$ cat config.mk
export PLATFORM = sky130hd
export DESIGN_NAME = base64url_decoder_core
export DESIGN_NICKNAME = d
export VERILOG_FILES = /design/src/rtl/b64d_pkg.sv /design/src/rtl/b64d_decode.sv /design/src/rtl/b64d_serial.sv /design/src/rtl/base64url_decoder_core.sv
export SDC_FILE = /design/constraint.sdc
export NUM_CORES = 1
export LEC_CHECK = 0
export ABC_AREA = 1
export BUFFER_PORTS_ARGS = -buffer_cell sky130_fd_sc_hd__buf_4
export CELL_PAD_IN_SITES_DETAIL_PLACEMENT = 1
export CELL_PAD_IN_SITES_GLOBAL_PLACEMENT = 1
export CORE_ASPECT_RATIO = 0.7
export CORE_MARGIN = 3
export CORE_UTILIZATION = 30
export CTS_BUF_LIST = sky130_fd_sc_hd__clkbuf_2
export CTS_CLUSTER_SIZE = 8
export DETAILED_ROUTE_END_ITERATION = 10
export GPL_ROUTABILITY_DRIVEN = 0
export PLACE_DENSITY_LB_ADDON = 0.1
export SYNTH_ARGS = -nofsm -noshare
export SYNTH_HDL_FRONTEND = slang
export SYNTH_HIERARCHICAL = 1
export SYNTH_SLANG_ARGS = --single-unit
$ cat constraint.sdc
create_clock -name i_clk -period 7.3 [get_ports i_clk]
set_input_delay 0.73 -clock i_clk [delete_from_list [all_inputs] [get_ports i_clk]]
set_output_delay 0.73 -clock i_clk [all_outputs]
set_load 0.005 [all_outputs]
$ cat src/rtl/b64d_pkg.sv
// ----------------------------------------------------------------------------
// b64d_pkg
// Shared types, alphabet constants and the character classifier for the
// streaming base64 / base64url decoder.
// ----------------------------------------------------------------------------
package b64d_pkg;

    // alphabet offsets
    localparam logic [5:0] LOWER_BASE = 6'd26;
    localparam logic [5:0] DIGIT_BASE = 6'd52;
    localparam logic [5:0] VAL_PLUS   = 6'd62;
    localparam logic [5:0] VAL_SLASH  = 6'd63;

    // results one character can cause at most
    localparam int unsigned MAX_ITEMS = 4;

    typedef enum logic [1:0] {
        K_DATA  = 2'd0,
        K_PAD   = 2'd1,
        K_SPACE = 2'd2,
        K_BAD   = 2'd3
    } t_kind;

    typedef struct packed {
        t_kind      kind;
        logic [5:0] val;
    } t_class;

    // input beat
    typedef struct packed {
        logic [7:0] ch;
        logic       last;
    } t_in_beat;

    // output beat
    typedef struct packed {
        logic [7:0] out_byte;
        logic       byte_valid;
        logic       end_of_string;
        logic       string_ok;
        logic       run_last;
    } t_out_beat;

    // one queued result, run_last is added on the way out
    typedef struct packed {
        logic [7:0] out_byte;
        logic       byte_valid;
        logic       end_of_string;
        logic       string_ok;
    } t_res_item;

    // all results caused by one character
    typedef struct packed {
        logic [2:0]                     cnt;
        t_res_item [MAX_ITEMS-1:0]      item;
    } t_bundle;

    // map a character to its class and sextet value
    function automatic t_class b64d_classify(input logic [7:0] c);
        t_class r;
        r.kind = K_BAD;
        r.val  = 6'd0;
        if (c >= "A" && c <= "Z") begin
            r.kind = K_DATA;
            r.val  = 6'(c - 8'h41);
        end else if (c >= "a" && c <= "z") begin
            r.kind = K_DATA;
            r.val  = 6'(c - 8'h61) + LOWER_BASE;
        end else if (c >= "0" && c <= "9") begin
            r.kind = K_DATA;
            r.val  = 6'(c - 8'h30) + DIGIT_BASE;
        end else if (c == "-" || c == "+") begin
            r.kind = K_DATA;
            r.val  = VAL_PLUS;
        end else if (c == "_" || c == "/") begin
            r.kind = K_DATA;
            r.val  = VAL_SLASH;
        end else if (c == "=") begin
            r.kind = K_PAD;
        end else if (c == 8'h20 || c == 8'h09 || c == 8'h0D || c == 8'h0A) begin
            r.kind = K_SPACE;
        end
        return r;
    endfunction

endpackage

$ cat src/rtl/b64d_decode.sv
// ----------------------------------------------------------------------------
// b64d_decode
// Input register, group state and per-character result bundle. Each
// registered character is classified, folded into the open group and turned
// into a bundle of up to four results in a single pass.
// ----------------------------------------------------------------------------
module b64d_decode (
    input  logic              i_clk,
    input  logic              i_rst_n,
    input  logic              i_valid,
    output logic              o_ready,
    input  b64d_pkg::t_in_beat i_data,
    output logic              o_bnd_valid,
    input  logic              i_bnd_take,
    output b64d_pkg::t_bundle o_bnd
);
    import b64d_pkg::*;

    logic            r_in_valid;
    t_in_beat        r_in;
    logic [5:0]      r_store [3];
    logic [1:0]      r_pos;
    logic [1:0]      r_pad;
    logic            r_err;

    logic [5:0]      n_store [3];
    logic [1:0]      n_pos;
    logic [1:0]      n_pad;
    logic            n_err;

    t_class          cls;
    logic [1:0]      pad_g;
    logic            close;
    logic            adv;
    logic            fin_err;
    logic [7:0]      byt [3];
    logic [2:0]      ena;
    logic [2:0]      nb;

    assign adv     = r_in_valid & i_bnd_take;
    assign o_ready = ~r_in_valid | adv;
    assign o_bnd_valid = r_in_valid;

    // fold the character into the open group
    always_comb begin
        cls     = b64d_classify(r_in.ch);
        n_store = r_store;
        n_pos   = r_pos;
        n_pad   = r_pad;
        n_err   = r_err;
        pad_g   = r_pad;
        close   = 1'b0;
        case (cls.kind)
            K_BAD: begin
                n_err = 1'b1;
            end
            K_DATA, K_PAD: begin
                if (cls.kind == K_PAD && r_pad < 2'd2) begin
                    pad_g = r_pad + 2'd1;
                end
                if (r_pos == 2'd3) begin
                    close = 1'b1;
                    for (int i = 0; i < 3; i++) begin
                        n_store[i] = 6'd0;
                    end
                    n_pos = 2'd0;
                    n_pad = 2'd0;
                end else begin
                    for (int i = 0; i < 3; i++) begin
                        if (r_pos == 2'(i)) begin
                            n_store[i] = cls.val;
                        end
                    end
                    n_pos = r_pos + 2'd1;
                    n_pad = pad_g;
                end
            end
            default: ;
        endcase
    end

    // data bytes: a closed group or the partial group at end of string
    always_comb begin
        fin_err = n_err | (r_in.last & (n_pos == 2'd1));
        if (close) begin
            byt[0] = {r_store[0], r_store[1][5:4]};
            byt[1] = {r_store[1][3:0], r_store[2][5:2]};
            byt[2] = {r_store[2][1:0], cls.val};
            ena[0] = ~r_err;
            ena[1] = ~r_err & (pad_g < 2'd2);
            ena[2] = ~r_err & (pad_g < 2'd1);
        end else begin
            byt[0] = {n_store[0], n_store[1][5:4]};
            byt[1] = {n_store[1][3:0], n_store[2][5:2]};
            byt[2] = 8'd0;
            ena[0] = r_in.last & (n_pos >= 2'd2) & ~n_err;
            ena[1] = ena[0] & (n_pos == 2'd3) & (n_pad < 2'd2);
            ena[2] = 1'b0;
        end
        nb = 3'(ena[0]) + 3'(ena[1]) + 3'(ena[2]);
    end

    // bundle: bytes first, status item after them on the last character
    always_comb begin
        o_bnd.cnt = nb + 3'(r_in.last);
        for (int i = 0; i < MAX_ITEMS; i++) begin
            o_bnd.item[i].out_byte      = 8'd0;
            o_bnd.item[i].byte_valid    = 1'b0;
            o_bnd.item[i].end_of_string = 1'b1;
            o_bnd.item[i].string_ok     = ~fin_err;
            if (i < 3 && 3'(i) < nb) begin
                o_bnd.item[i].out_byte      = byt[i % 3];
                o_bnd.item[i].byte_valid    = 1'b1;
                o_bnd.item[i].end_of_string = 1'b0;
                o_bnd.item[i].string_ok     = 1'b0;
            end
        end
    end

    // input register control and group state
    always_ff @(posedge i_clk) begin
        if (!i_rst_n) begin
            r_in_valid <= 1'b0;
            r_pos      <= 2'd0;
            r_pad      <= 2'd0;
            r_err      <= 1'b0;
            for (int i = 0; i < 3; i++) begin
                r_store[i] <= 6'd0;
            end
        end else begin
            if (o_ready) begin
                r_in_valid <= i_valid;
            end
            if (adv) begin
                if (r_in.last) begin
                    r_pos <= 2'd0;
                    r_pad <= 2'd0;
                    r_err <= 1'b0;
                    for (int i = 0; i < 3; i++) begin
                        r_store[i] <= 6'd0;
                    end
                end else begin
                    r_pos   <= n_pos;
                    r_pad   <= n_pad;
                    r_err   <= n_err;
                    r_store <= n_store;
                end
            end
        end
    end

    // input payload
    always_ff @(posedge i_clk) begin
        if (o_ready) begin
            r_in <= i_data;
        end
    end

endmodule

$ cat src/rtl/b64d_serial.sv
// ----------------------------------------------------------------------------
// b64d_serial
// Result register: holds one bundle and hands its items out one beat at a
// time, loading the next bundle as the last item leaves.
// ----------------------------------------------------------------------------
module b64d_serial (
    input  logic               i_clk,
    input  logic               i_rst_n,
    input  logic               i_bnd_valid,
    output logic               o_bnd_take,
    input  b64d_pkg::t_bundle  i_bnd,
    output logic               o_valid,
    input  logic               i_ready,
    output b64d_pkg::t_out_beat o_data
);
    import b64d_pkg::*;

    logic [2:0]                r_cnt;
    t_res_item [MAX_ITEMS-1:0] r_item;
    logic                      out_acc;
    logic                      load;

    assign o_valid    = (r_cnt != 3'd0);
    assign out_acc    = o_valid & i_ready;
    assign o_bnd_take = (r_cnt == 3'd0) | ((r_cnt == 3'd1) & out_acc);
    assign load       = i_bnd_valid & o_bnd_take;

    // head item out, flag the last one of the bundle
    always_comb begin
        o_data.out_byte      = r_item[0].out_byte;
        o_data.byte_valid    = r_item[0].byte_valid;
        o_data.end_of_string = r_item[0].end_of_string;
        o_data.string_ok     = r_item[0].string_ok;
        o_data.run_last      = (r_cnt == 3'd1);
    end

    // item count
    always_ff @(posedge i_clk) begin
        if (!i_rst_n) begin
            r_cnt <= 3'd0;
        end else if (load) begin
            r_cnt <= i_bnd.cnt;
        end else if (out_acc) begin
            r_cnt <= r_cnt - 3'd1;
        end
    end

    // item queue, shifts towards the head
    always_ff @(posedge i_clk) begin
        if (load) begin
            r_item <= i_bnd.item;
        end else if (out_acc) begin
            for (int i = 0; i < MAX_ITEMS - 1; i++) begin
                r_item[i] <= r_item[i+1];
            end
        end
    end

endmodule

$ cat src/rtl/base64url_decoder_core.sv
// ----------------------------------------------------------------------------
// base64url_decoder_core
// Streaming base64 decoder for the URL-safe and standard alphabets.
// ----------------------------------------------------------------------------
// Usage:
//   Input channel (i_valid / o_ready / i_data): one character per beat, with
//   last marking the final character of a string. Whitespace is skipped,
//   '=' takes a padding position, invalid characters set a sticky error.
//   Output channel (o_valid / i_ready / o_data): decoded bytes, then one
//   status beat per string (end_of_string = 1, string_ok = no error seen).
//   run_last marks the final beat caused by one character.
//   The first result of a character passes the input register, then the
//   result register, on its way to the output.
//   Throughput: one character per cycle while each causes at most one
//   result and the receiver is ready; a character that closes a group or
//   ends a string holds until the single-beat output register drains it.
//   When the receiver stalls, the result register holds and the input
//   register fills; o_ready drops once both are occupied.
//   Reset clears the group state, the error flag and both valid flags.
// ----------------------------------------------------------------------------
module base64url_decoder_core (
    input  logic                i_clk,
    input  logic                i_rst_n,
    input  logic                i_valid,
    output logic                o_ready,
    input  b64d_pkg::t_in_beat  i_data,
    output logic                o_valid,
    input  logic                i_ready,
    output b64d_pkg::t_out_beat o_data
);
    import b64d_pkg::*;

    logic    bnd_valid;
    logic    bnd_take;
    t_bundle bnd;

    // classify and fold into the group
    b64d_decode u_decode (
        .i_clk       (i_clk),
        .i_rst_n     (i_rst_n),
        .i_valid     (i_valid),
        .o_ready     (o_ready),
        .i_data      (i_data),
        .o_bnd_valid (bnd_valid),
        .i_bnd_take  (bnd_take),
        .o_bnd       (bnd)
    );

    // hand out results one beat at a time
    b64d_serial u_serial (
        .i_clk       (i_clk),
        .i_rst_n     (i_rst_n),
        .i_bnd_valid (bnd_valid),
        .o_bnd_take  (bnd_take),
        .i_bnd       (bnd),
        .o_valid     (o_valid),
        .i_ready     (i_ready),
        .o_data      (o_data)
    );

endmodule

==> impl_metrics.json <==
{
  "status": "complete, no violations",
  "critPathRequiredTime_ns": 7.65,
  "grt_max_degree": 45,
  "via_per_inst": 4.60,
  "synth-seq-cells": 80,
  "clkSinkCount": 80,
  "ir_worst_vdd_uv": 163,
  "grt_pass1_wl_um": 24600,
  "hold_violations": 0,
  "power_leakage_nw": 2.68,
  "antenna_found_initial": 0,
  "drc": 0,
  "wl_per_cell_um": 15.2,
  "fillers": 2117,
  "ys_types": 32,
  "fin_crit_sh_pct": 69.8,
  "clk_latency_ns": 0.59,
  "grt_overflow": 0,
  "slew_viol_final": 0,
  "ys.warnings.count": 6,
  "critPathKind": "reg -> reg",
  "powerDensity_nw_per_um2": 319,
  "place_area_um2": 5400,
  "critical_path.startpoint_type": "register",
  "ys_seq_area_share_pct": 41.1,
  "hp-class": "in -> reg",
  "grt_usage_pct": 16.7,
  "syn_inst": 742,
  "drtPass1Iterations": 4,
  "internal-power_mw": 1.02,
  "rsz0062_at_grt": "no",
  "timing.slew.headroom_pct": 30.3,
  "comb_power_share_pct": 42.2,
  "reg2reg_from": "u_decode/r_in[3]",
  "clk_pin_slew_worst_paths_ns": 0.23,
  "root_buffer": "clkbuf_2",
  "cp-end-kind": "register",
  "cts_tree": "built",
  "fin_ws_ns": 2.20,
  "nets": 777,
  "r2r-end": "u_serial/o_data[7]",
  "placedCellCount": 958,
  "pre_cts_slack_ns": 2.24,
  "multiInputGateArea_um2": 2480,
  "grt_pass1_vias": 4659,
  "switchingPower_mw": 0.748,
  "finalSetupViolations": 0,
  "drive_gt1_share_pct": 8.41,
  "chipHeight_um": 116,
  "p_seq_share_pct": 41.7,
  "instances_no_fill": 974,
  "max_cap_viol_count": 0,
  "htree_levels": 3,
  "final_area_um2": 5540,
  "place_hpwl_um": 11000,
  "critPathCapture": "u_serial/o_data[7]",
  "cp-startpoint": "u_decode/r_in[3]",
  "ant_nets": 0,
  "drt_wl_total_um": 14800,
  "fin_skew_ns": 0.0356,
  "switching_share_pct": 42.4,
  "portBuffers": 26,
  "rrSetupSlack_ns": 2.20,
  "post-cts-setup-buffers": 0,
  "ios": 27,
  "syn-mean-instance-area_um2": 6.99,
  "synth_area_um2": 5180,
  "timing.critical_path.fanout_max": 21,
  "antenna_cells": 0,
  "vias": 4482,
  "hold_buffers": 0,
  "timing.hold.ws_ns": 0.312,
  "worstPathArrival_ns": 5.45,
  "die_area_um2": 18900,
  "seq_area_um2": 2130,
  "core-area_um2": 16600,
  "utilization_pct": 33.3,
  "clkPwrFrac_pct": 16.1,
  "area_growth_pct": 6.78,
  "finalPower_mw": 1.77,
  "timing.setup.tns_ns": 0,
  "tightest_slew_ns": 1.04,
  "row_count": 39,
  "fmax_mhz": 196,
  "cts.repair.resized": 0,
  "start_util_pct": 31.2,
  "cts-buffers-inserted": 9,
  "cts_buffer_depth": 2,
  "min_period_ns": 5.10,
  "die_x_um": 163,
  "drtIter0Drc": 278,
  "reg2reg_depth": 22
}
cells by family after synthesis:
logic type | share of synthesized area [%]
compound gates | 6.78
xor+xnor | 0.507
fa+ha+maj | 4.97
buf+inv | 11.7
flops | 41.1
other cells | 0.145
simple gates | 34.7
cells in the final DEF, fill, tap and decap left out, drive strengths merged, types with 2 or more instances in the layout:
cell type | Yosys | routed
bufinv | 0 | 2
inv | 78 | 78
o21bai | 4 | 4
buf | 35 | 28
edfxtp | 53 | 53
o21ai | 19 | 19
nor2 | 73 | 73
clkinv | 1 | 4
ha | 19 | 19
nor3 | 4 | 4
xor2 | 2 | 2
nand2 | 326 | 326
nand4 | 5 | 5
conb | 2 | 10
dfxtp | 27 | 27
clkbuf | 10 | 11
nand3 | 37 | 37
a21oi | 41 | 41
worst min-delay path by stage:
stage                                    from             endpoint  slack (ns)  cells past startpoint
after floorplan           u_decode/r_store[1]  u_decode/r_store[1]        0.44                      2
after global placement    u_decode/r_store[1]  u_decode/r_store[1]        0.46                      2
after detailed placement  u_decode/r_store[1]  u_decode/r_store[1]        0.47                      2
after CTS                           i_data[1]     u_decode/r_in[1]        0.24                      1
after global routing                i_data[1]     u_decode/r_in[1]        0.21                      1
final                               i_data[0]     u_decode/r_in[0]        0.31                      1
power groups by stage:
stage	logic [mW]	clock network, mW	registers [mW]
3_3_place_gp	0.744	0	0.746
5_1_grt	0.858	0.316	0.754
4_1_cts	0.757	0.300	0.738
6_report	0.745	0.284	0.736
2_1_floorplan	0.575	0	0.724
3_5_place_dp	0.753	0	0.750
per-layer routing:
| layer | up-vias | GRT usage [%] | wire length [um] |
|---|---|---|---|
| met5 | - | 0 | 0 |
| met4 | 0 | 4.56 | 223 |
| met3 | 16 | 4.07 | 620 |
| met2 | 73 | 26.6 | 6360 |
| met1 | 2104 | 22.9 | 7610 |
| li1 | 2289 | - | - |
sequential cells by signal, indices dropped and copies added, names as in the netlist:
name / cells
u_serial/r_item: 33
u_decode/r_store: 18
u_serial/o_data: 11
u_decode/r_in: 9
u_serial/r_cnt: 3
u_decode/r_pad: 2
u_decode/r_pos: 2
u_decode/o_bnd_valid: 1
u_decode/r_err: 1
final cells by class:
class / count / share of cell area (%)
clock buffers: 11 / 0.995
clock inverters: 5 / 1.47
inverters: 79 / 5.40
multi-input cells: 546 / 44.7
flip-flops and latches: 80 / 38.5
well taps: 225 / 5.09
repair buffers: 28 / 3.80
synthesized netlist by cell type, drive strengths merged:
| cell type | n | area, um2 |
|---|---|---|
| a21oi | 41 | 205 |
| buf | 35 | 272 |
| clkbuf | 10 | 37.5 |
| clkinv | 1 | 3.75 |
| conb | 2 | 7.51 |
| dfxtp | 27 | 541 |
| edfxtp | 53 | 1590 |
| fa | 1 | 20.0 |
| ha | 19 | 238 |
| inv | 78 | 295 |
| nand2 | 326 | 1260 |
| nand3 | 37 | 195 |
| nand3b | 1 | 7.51 |
| nand4 | 5 | 31.3 |
| nor2 | 73 | 274 |
| nor3 | 4 | 31.3 |
| o211ai | 1 | 7.51 |
| o21ai | 19 | 95.1 |
| o21bai | 4 | 30.0 |
| o22ai | 1 | 6.26 |
| o31ai | 1 | 7.51 |
| xnor2 | 1 | 8.76 |
| xor2 | 2 | 17.5 |
critical path, stage by stage, from the launching register on:
cell and delay, ns:
edfxtp_1 0.60, inv_1 0.22, ha_1 0.30, inv_1 0.10, o21ai_1 0.17, a21oi_1 0.17
nor2_1 0.14, nand3_1 0.67, nand2_2 0.54, inv_1 0.08, nand2_1 0.07, nand2_1 0.06
inv_1 0.05, nand3_1 0.06, nand2_1 0.08, fa_1 0.47, nor2_1 0.49, inv_1 0.18
o21ai_0 0.12, o21bai_1 0.13, inv_1 0.05, nand2_1 0.06, nand2_1 0.06
No activity file was read; power rests on OpenSTA's default activity.
